`src/rtl/core/voxel_cube_frame_buffer_defines.svh`:
```
// Assertion macros shared by the frame buffer modules.
// Each macro expects a clock named clk and an active-low reset named arst_n.
`ifndef VOXEL_CUBE_FRAME_BUFFER_DEFINES_SVH
`define VOXEL_CUBE_FRAME_BUFFER_DEFINES_SVH
`ifndef SYNTH
// The consequent must hold in the same cycle as the antecedent.
`define VCFB_ASSERT_SAME(lbl, ante, cons, msg) \
	lbl: assert property (@(posedge clk) disable iff (!arst_n) (ante) |-> (cons)) \
		else $error(msg);
// The consequent must hold in the cycle after the antecedent.
`define VCFB_ASSERT_NEXT(lbl, ante, cons, msg) \
	lbl: assert property (@(posedge clk) disable iff (!arst_n) (ante) |=> (cons)) \
		else $error(msg);
`else
`define VCFB_ASSERT_SAME(lbl, ante, cons, msg)
`define VCFB_ASSERT_NEXT(lbl, ante, cons, msg)
`endif
`endif

```
`src/rtl/core/vcfb_pkg.sv`:
```
package vcfb_pkg;

	// Layer address width and number of layer words held in the store.
	localparam int LW     = 3;
	localparam int LAYERS = 8;
	// One layer word, bit x+8y for voxel (x,y).
	localparam int WORD_W = 64;
	// Width of one coordinate.
	localparam int CW     = 3;

	// Command codes carried on func.
	typedef enum logic [1:0] {
		FN_BOX    = 2'd0,
		FN_MIRROR = 2'd1,
		FN_READ   = 2'd2,
		FN_UNUSED = 2'd3
	} func_t;

	// Write request into the layer store.
	typedef struct packed {
		logic              en;
		logic [LW-1:0]     addr;
		logic [WORD_W-1:0] data;
	} mem_wr_t;

endpackage

```
`src/rtl/core/voxel_cube_frame_buffer.sv`:
```
// Channel | Handshake               | Beat payload
// --------+-------------------------+-----------------------------------------------
// in      | in_valid / in_stall     | func, box bounds, set_value, mirror_corner,
//         |                         | layer_index
// out     | out_valid / out_stall   | layer_bits, layer_select
//
// A box write stalls the input until its last layer word is written back: one layer
// word is read per cycle and written back in the cycle after, so the single read and
// write port of the layer store sets the pace. A mirror that flips x or y sweeps
// layers 0 to SIDE-1; a flip along z alone, an empty box and an unused code need no
// sweep. A layer read passes the read and then the output register, waiting while
// the latter is held by out_stall. Reset clears all control at once; the store holds
// one valid flop per layer, so it reads as dark immediately and needs no clearing pass.
`include "voxel_cube_frame_buffer_defines.svh"

module voxel_cube_frame_buffer
	import vcfb_pkg::*;
#(
	parameter int SIDE = 8
) (
	input  logic              clk,
	input  logic              arst_n,
	input  logic              in_valid,
	output logic              in_stall,
	input  logic [1:0]        func,
	input  logic [CW-1:0]     x_low,
	input  logic [CW-1:0]     y_low,
	input  logic [CW-1:0]     z_low,
	input  logic [CW-1:0]     x_high,
	input  logic [CW-1:0]     y_high,
	input  logic [CW-1:0]     z_high,
	input  logic              set_value,
	input  logic [CW-1:0]     mirror_corner,
	input  logic [LW-1:0]     layer_index,
	output logic              out_valid,
	input  logic              out_stall,
	output logic [WORD_W-1:0] layer_bits,
	output logic [LAYERS-1:0] layer_select
);

	typedef enum logic [1:0] {
		ST_IDLE,
		ST_BUSY,
		ST_RDOUT
	} state_t;

	// Highest coordinate inside the cube, and the cube side for range checks.
	localparam logic [CW-1:0] TOP_C  = CW'(SIDE - 1);
	localparam logic [CW:0]   SIDE_C = (CW + 1)'(SIDE);

	state_t            state_q;
	logic              op_box_q;
	logic              set_q;
	logic              fx_q;
	logic              fy_q;
	logic              flipz_q;
	logic [WORD_W-1:0] mask_q;
	logic [LW-1:0]     z_cur_q;
	logic [LW-1:0]     z_end_q;
	logic              rd_zero_q;
	logic [LW-1:0]     rd_idx_q;
	logic              out_valid_q;
	logic [WORD_W-1:0] layer_bits_q;
	logic [LAYERS-1:0] layer_select_q;
	logic              wr_s1;
	logic [LW-1:0]     wr_addr_s1;

	logic              accept;
	logic [CW-1:0]     xh_c;
	logic [CW-1:0]     yh_c;
	logic [CW-1:0]     zh_c;
	logic              box_empty;
	logic              idx_ok;
	logic              rd_en;
	logic [LW-1:0]     rd_addr;
	logic [WORD_W-1:0] rword;
	logic [WORD_W-1:0] new_word;
	mem_wr_t           mem_wr;

	// Bit x+8y of the mask is set when (x,y) lies inside the box footprint.
	function automatic logic [WORD_W-1:0] box_mask(input logic [CW-1:0] xl,
		input logic [CW-1:0] xh, input logic [CW-1:0] yl, input logic [CW-1:0] yh);
		logic [WORD_W-1:0] m;
		logic [CW-1:0]     xs;
		logic [CW-1:0]     ys;
		m = '0;
		for (int y = 0; y < 8; y++) begin
			for (int x = 0; x < 8; x++) begin
				xs = CW'(x);
				ys = CW'(y);
				m[{ys, xs}] = (xs >= xl) && (xs <= xh) && (ys >= yl) && (ys <= yh);
			end
		end
		return m;
	endfunction

	// Mirrors one layer word within the cube along x and/or y.
	function automatic logic [WORD_W-1:0] xy_flip(input logic [WORD_W-1:0] w,
		input logic fx, input logic fy);
		logic [WORD_W-1:0] o;
		logic [CW-1:0]     xs;
		logic [CW-1:0]     ys;
		logic [CW-1:0]     dx;
		logic [CW-1:0]     dy;
		o = '0;
		for (int y = 0; y < SIDE; y++) begin
			for (int x = 0; x < SIDE; x++) begin
				xs = CW'(x);
				ys = CW'(y);
				dx = fx ? TOP_C - xs : xs;
				dy = fy ? TOP_C - ys : ys;
				o[{dy, dx}] = w[{ys, xs}];
			end
		end
		return o;
	endfunction

	// A flip along z is kept as an address swap rather than moving whole words.
	function automatic logic [LW-1:0] phys(input logic [LW-1:0] z, input logic flip);
		return flip ? TOP_C - z : z;
	endfunction

	assign accept   = in_valid && !in_stall;
	// The pending write-back must land before a new beat may read the store.
	assign in_stall = (state_q != ST_IDLE) || wr_s1;

	// High bounds past the cube edge are pulled back to the last voxel.
	assign xh_c      = (x_high > TOP_C) ? TOP_C : x_high;
	assign yh_c      = (y_high > TOP_C) ? TOP_C : y_high;
	assign zh_c      = (z_high > TOP_C) ? TOP_C : z_high;
	assign box_empty = (x_low > xh_c) || (y_low > yh_c) || (z_low > zh_c);
	assign idx_ok    = {1'b0, layer_index} < SIDE_C;

	// Read port: one layer per cycle while sweeping, or the requested scan-out layer.
	always_comb begin
		rd_en   = 1'b0;
		rd_addr = phys(z_cur_q, flipz_q);
		if (state_q == ST_BUSY) begin
			rd_en = 1'b1;
		end else if (accept && (func == FN_READ) && idx_ok) begin
			rd_en   = 1'b1;
			rd_addr = phys(layer_index, flipz_q);
		end
	end

	// Modify stage: the word read last cycle is updated and written back.
	assign new_word = op_box_q ? (set_q ? (rword | mask_q) : (rword & ~mask_q))
	                           : xy_flip(rword, fx_q, fy_q);

	assign mem_wr.en   = wr_s1;
	assign mem_wr.addr = wr_addr_s1;
	assign mem_wr.data = new_word;

	vcfb_layer_mem u_mem (
		.clk     (clk),
		.arst_n  (arst_n),
		.rd_en   (rd_en),
		.rd_addr (rd_addr),
		.rd_data (rword),
		.wr      (mem_wr)
	);

	always_ff @(posedge clk or negedge arst_n) begin
		if (!arst_n) begin
			state_q        <= ST_IDLE;
			op_box_q       <= 1'b0;
			set_q          <= 1'b0;
			fx_q           <= 1'b0;
			fy_q           <= 1'b0;
			flipz_q        <= 1'b0;
			mask_q         <= '0;
			z_cur_q        <= '0;
			z_end_q        <= '0;
			rd_zero_q      <= 1'b0;
			rd_idx_q       <= '0;
			out_valid_q    <= 1'b0;
			layer_bits_q   <= '0;
			layer_select_q <= '0;
			wr_s1          <= 1'b0;
			wr_addr_s1     <= '0;
		end else begin
			wr_s1 <= 1'b0;
			if (out_valid_q && !out_stall) begin
				out_valid_q <= 1'b0;
			end
			case (state_q)
				ST_IDLE: begin
					if (accept) begin
						case (func_t'(func))
							FN_BOX: begin
								if (!box_empty) begin
									op_box_q <= 1'b1;
									set_q    <= set_value;
									mask_q   <= box_mask(x_low, xh_c, y_low, yh_c);
									z_cur_q  <= z_low;
									z_end_q  <= zh_c;
									state_q  <= ST_BUSY;
								end
							end
							FN_MIRROR: begin
								if (mirror_corner[2]) begin
									flipz_q <= !flipz_q;
								end
								if (mirror_corner[0] || mirror_corner[1]) begin
									op_box_q <= 1'b0;
									fx_q     <= mirror_corner[0];
									fy_q     <= mirror_corner[1];
									z_cur_q  <= '0;
									z_end_q  <= TOP_C;
									state_q  <= ST_BUSY;
								end
							end
							FN_READ: begin
								rd_zero_q <= !idx_ok;
								rd_idx_q  <= layer_index;
								state_q   <= ST_RDOUT;
							end
							default: begin
							end
						endcase
					end
				end
				ST_BUSY: begin
					wr_s1      <= 1'b1;
					wr_addr_s1 <= phys(z_cur_q, flipz_q);
					if (z_cur_q == z_end_q) begin
						state_q <= ST_IDLE;
					end else begin
						z_cur_q <= z_cur_q + 1'b1;
					end
				end
				ST_RDOUT: begin
					// The read data register holds until the output register frees up.
					if (!out_valid_q || !out_stall) begin
						out_valid_q    <= 1'b1;
						layer_bits_q   <= rd_zero_q ? '0 : rword;
						layer_select_q <= rd_zero_q ? '0 : (LAYERS'(1) << rd_idx_q);
						state_q        <= ST_IDLE;
					end
				end
				default: begin
					state_q <= ST_IDLE;
				end
			endcase
		end
	end

	assign out_valid    = out_valid_q;
	assign layer_bits   = layer_bits_q;
	assign layer_select = layer_select_q;

	`VCFB_ASSERT_NEXT(a_read_goes_out, accept && (func == FN_READ), state_q == ST_RDOUT, "accepted layer read did not enter the output state")
	`VCFB_ASSERT_SAME(a_sweep_in_range, state_q == ST_BUSY, z_cur_q <= z_end_q, "layer sweep ran past its last layer")
	`VCFB_ASSERT_SAME(a_wb_blocks_input, wr_s1, in_stall, "input accepted while a write-back is pending")
	`VCFB_ASSERT_SAME(a_select_onehot, out_valid_q, $onehot0(layer_select_q), "layer select has more than one bit set")

endmodule

```
`src/rtl/core/vcfb_layer_mem.sv`:
```
`include "voxel_cube_frame_buffer_defines.svh"

module vcfb_layer_mem
	import vcfb_pkg::*;
(
	input  logic              clk,
	input  logic              arst_n,
	input  logic              rd_en,
	input  logic [LW-1:0]     rd_addr,
	output logic [WORD_W-1:0] rd_data,
	input  mem_wr_t           wr
);

	logic [WORD_W-1:0] mem [LAYERS];
	logic [LAYERS-1:0] vld_q;
	logic [WORD_W-1:0] rd_word_q;
	logic              rd_vld_q;

	// Storage array, one write and one registered read per cycle.
	always_ff @(posedge clk) begin
		if (wr.en) begin
			mem[wr.addr] <= wr.data;
		end
		if (rd_en) begin
			rd_word_q <= mem[rd_addr];
		end
	end

	// A layer never written since reset reads as dark.
	always_ff @(posedge clk or negedge arst_n) begin
		if (!arst_n) begin
			vld_q    <= '0;
			rd_vld_q <= 1'b0;
		end else begin
			if (wr.en) begin
				vld_q[wr.addr] <= 1'b1;
			end
			if (rd_en) begin
				rd_vld_q <= vld_q[rd_addr];
			end
		end
	end

	assign rd_data = rd_vld_q ? rd_word_q : '0;

	`VCFB_ASSERT_SAME(a_no_rw_collision, rd_en && wr.en, rd_addr != wr.addr, "read and write hit the same layer in one cycle")

endmodule

```
`config.mk`:
```
export PLATFORM = sky130hd
export DESIGN_NAME = voxel_cube_frame_buffer
export DESIGN_NICKNAME = d
export VERILOG_FILES = /design/src/rtl/core/vcfb_pkg.sv /design/src/rtl/core/voxel_cube_frame_buffer.sv /design/src/rtl/core/vcfb_layer_mem.sv
export VERILOG_INCLUDE_DIRS = /design/src /design/src/rtl/core
export SDC_FILE = /design/constraint.sdc
export NUM_CORES = 1
export LEC_CHECK = 0
export BUFFER_PORTS_ARGS = -buffer_cell sky130_fd_sc_hd__clkbuf_2
export CAP_MARGIN = 20
export CORE_MARGIN = 8
export CORE_UTILIZATION = 45
export CTS_CLUSTER_DIAMETER = 120
export CTS_CLUSTER_SIZE = 28
export DETAILED_ROUTE_END_ITERATION = 10
export GPL_TIMING_DRIVEN = 0
export SLEW_MARGIN = 20
export SYNTH_ARGS = -nofsm -noshare
export SYNTH_HDL_FRONTEND = slang
export SYNTH_SLANG_ARGS = --single-unit
```
`constraint.sdc`:
```
create_clock -name clk -period 14.95 [get_ports clk]
set_clock_uncertainty 0.2 [all_clocks]
set_input_delay 0.7475 -clock clk [delete_from_list [all_inputs] [get_ports clk]]
set_output_delay 0.7475 -clock clk [all_outputs]
set_load 0.005 [all_outputs]
```
==> summary.txt <==
Status
  • Status: finished clean

Logic synthesis
  • Area share of the leading cell type in the synthesized netlist: 0.557
  • Yosys top cell by area: edfxtp_1
  • Mapped Avg Cell Area: 15.5 µm²
  • Synth Area in XOR/XNOR: 0.00198
  • Number of synthesized flops with an enable pin: 576
  • Commonest cells in the netlist: edfxtp_1, nand2_1, dfrtp_1
  • Largest family of logic cells by synthesized area: multiplexers
  • Syn Nets: 2041
  • Number of synthesized register bits: 742
  • Simple-gate share of the synthesized area: 0.0569
  • Register area share after synthesis: 0.691
  • Syn. warnings: 0
  • Count leader, synth: edfxtp_1
  • Synth area leaders: edfxtp_1, dfrtp_1, mux4_2
  • Cells after Synth: 2000
  • Post-synthesis cell area: 0.0310 mm²
  • Synth Flop Type: edfxtp_1
  • Compound-gate portion of the synthesized area: 0.0823
  • Synth Area in Adders: 0.00403
  • Post-synthesis mux area share: 0.141
  • Synth async-reset ratio: 0.224
  • Distinct cells, synth: 53

Setup path
  • CP Launch Point: flipz_q
  • Crit Path Class: flip-flop to flip-flop
  • Family with the most delay on the worst path: buffers and inverters
  • R2R Path Start: flipz_q
  • Most frequent CP cell: clkbuf_1
  • Req. time, crit path: 15.12 ns
  • Worst path max stage delay: 0.80 ns
  • Worst Path Buf+Inv: 3
  • Reg2reg setup slack: 10.63 ns
  • Worst Setup End Kind: flip-flop
  • Critical Path Fanout Max: 10
  • Setup crit start kind: flip-flop
  • Reg2reg path depth: 8
  • Worst setup path end: u_mem.rd_word_q[52]
  • RR Endpoint: u_mem.rd_word_q[52]
  • Worst path depth: 8
  • Crit-path cells: clkbuf_1 -> nor2b_1 -> o22ai_1 -> nand2_1 -> clkbuf_1 -> clkbuf_1 -> mux4_2 -> mux2_2
  • Worst Path Arrival: 4.49 ns
  • CP max stage cell: clkbuf_1

Route
  • Wire length per cell: 30.5 µm
  • Via density: 6.22
  • DR iter-0 viols: 2520
  • First drt pass iteration count: 6
  • Vias: 19200
  • Post-route ant nets: 0
  • DRC violations left: 0
  • Routed wire length: 94.4 mm

CTS
  • Num CTS Buffers: 30
  • TritonCTS Sinks: 742
  • Worst-Skew Late Latency: 0.63 ns
  • Clock Path Buffers: 3
  • CTS tree: done
  • Root buf cell: clkbuf_16
  • Htree depth: 1
  • Post-CTS sizing: 0
  • Clock-pin slew on the worst setup and hold paths: 0.12 ns

Floorplan
  • Starting Density: 0.453
  • Die X: 279 µm
  • Top Ports: 105
  • # rows: 96
  • Die Ht: 279 µm
  • Core Area: 0.0685 mm²
  • Die ar.: 0.0776 mm²

STA
  • Count of final hold-check violations: 0
  • RSZ-0062 raised after global routing: false
  • Total negative slack: 0 ns
  • Final min period: 4.32 ns
  • Fin crit share: 0.289
  • Slew HR: 0.205
  • Fmax: 0.232 GHz
  • Slew Limit Fails: 0
  • Slew @ Worst Pin: 1.19 ns
  • Setup violators final: 0

Place
  • GP Congestion: 0.968
  • Port-buffer cells: 100
  • DP Wirelength: 66.5 mm

Layout
  • Area delta synth->final: 10.8%
  • # nets final: 2222
  • Fillcell total: 5677
  • Share of layout cells above drive strength 1: 0.204
  • Final core utilization: 0.502

Flow run
  • Max-Cap Viols: 0

GRT
  • Largest net degree at the start of global routing: 77
  • Initial antenna violation count: 3
  • Grt ovf: 0
  • GRT Util Overall: 0.240
  • First-pass GRT wire length: 136 mm
  • Vias in the first global route: 19100

Worst hold path
  • Worst Hold Class: input port to flip-flop

Power and ir drop
  • VDD IR-drop max: 0.146 mV
  • Leakage power: 12.2 nW
  • Pwr per Cell Area: 228 mW/mm²
cell families (layout without fill, tap and decap cells):
| family | count (synthesis) | after routing |
|---|---|---|
| other | 0 | 3 |
| AND/OR/NAND/NOR | 431 | 431 |
| adder cells (fa/ha/maj) | 10 | 10 |
| flip-flops | 742 | 742 |
| AO/OA/AOI/OAI | 389 | 389 |
| multiplexers | 264 | 264 |
| XOR/XNOR | 7 | 7 |
| buffers and inverters | 157 | 362 |
routing by layer:
| layer | vias up | global-route usage | wire (µm) |
|---|---|---|---|
| li1 | 8075 | - | - |
| met1 | 10000 | 0.336 | 39500 |
| met2 | 950 | 0.382 | 44200 |
| met3 | 159 | 0.0466 | 8000 |
| met4 | 2 | 0.0706 | 2690 |
| met5 | - | 0 | 13 |
stage by stage:
stage | cells | cell area [µm²] | setup slack, ns | power (W) | hold WS (ns)
6_report | 3090 | 34400 | 10.63 | 0.00783 | 0.178
5_1_grt | 3088 | 34400 | 10.47 | 0.00818 | 0.161
4_1_cts | 3086 | 34400 | 10.65 | 0.00782 | 0.141
3_5_place_dp | 3029 | 33500 | 10.24 | 0.00682 | 0.255
3_3_place_gp | 2982 | 32600 | 3.93 | 0.00673 | 0.252
2_1_floorplan | 2000 | 31000 | 9.22 | 0.00545 | 0.235
sequential cells by signal (all words and copies together) (netlist names):
name and cells:
op_box_q 1, layer_bits 64, u_mem.mem 512, fx_q 1, wr_s1 1, rd_idx_q 3, u_mem.rd_word_q 64, u_mem.rd_vld_q 1
z_end_q 3, fy_q 1, layer_select 8, out_valid 1, u_mem.vld_q 8, z_cur_q 3, wr_addr_s1 3, flipz_q 1
state_q 2, mask_q 64, set_q 1
where the power goes:
part | internal [W] | switching, W
sequential | 0.00294 | 0.000383
combinational | 0.00145 | 0.00203
clock | 0.000397 | 0.000619
total | 0.00479 | 0.00304
what timing repair did:
action                                  CTS  global route
endpoints found under the setup margin    0             0
buffers inserted                          0             0
hold buffers                              1             0
endpoints found under the hold margin    33             0
layout by cell type (no fill, tap or decap), types with 13 or more instances in the layout:
| master | Yosys | routed |
|---|---|---|
| o22ai_1 | 62 | 62 |
| clkbuf_16 | 0 | 31 |
| buf_6 | 12 | 20 |
| a22o_1 | 68 | 68 |
| edfxtp_1 | 576 | 576 |
| clkbuf_1 | 95 | 117 |
| nand2_1 | 324 | 324 |
| o31ai_1 | 65 | 64 |
| buf_1 | 25 | 25 |
| o21ai_0 | 117 | 115 |
| inv_1 | 22 | 21 |
| dfrtp_1 | 166 | 166 |
| buf_12 | 0 | 13 |
| a21oi_1 | 42 | 42 |
| mux2i_1 | 37 | 37 |
| clkbuf_2 | 0 | 99 |
| nand3_1 | 14 | 14 |
| buf_4 | 1 | 16 |
| mux2_2 | 97 | 97 |
| nor2_1 | 47 | 41 |
| mux4_2 | 130 | 130 |
worst min path at each step:
stage / start / end / slack (ns) / depth (start not counted)
global placement: u_mem.vld_q[1] / u_mem.vld_q[1] / 0.25 / 1
CTS: mirror_corner[2] / flipz_q / 0.14 / 3
detailed placement: u_mem.vld_q[0] / u_mem.vld_q[0] / 0.25 / 1
floorplan: u_mem.vld_q[3] / u_mem.vld_q[3] / 0.24 / 1
global route: mirror_corner[2] / flipz_q / 0.16 / 3
finish: mirror_corner[2] / flipz_q / 0.18 / 3
final cells by class:
type                    instances  area [µm²]  area share
flip-flops and latches        742       21500       0.624
multi-input cells            1101        8950       0.261
repair buffers                149        1290      0.0375
well taps                     882        1100      0.0321
clock buffers                  53         858      0.0250
plain buffers                 135         603      0.0175
inverters                      22        85.1     0.00248
clock inverters                 3        18.8    0.000546
diodes                          3        7.51    0.000218
worst min-delay path: cells and delay by family:
family	cells	cell delay (ns)
AND/OR/NAND/NOR	1	0.08
XOR/XNOR	1	0.06
buffers and inverters	1	0.08
Note: power is estimated with default switching activity, not from simulation.
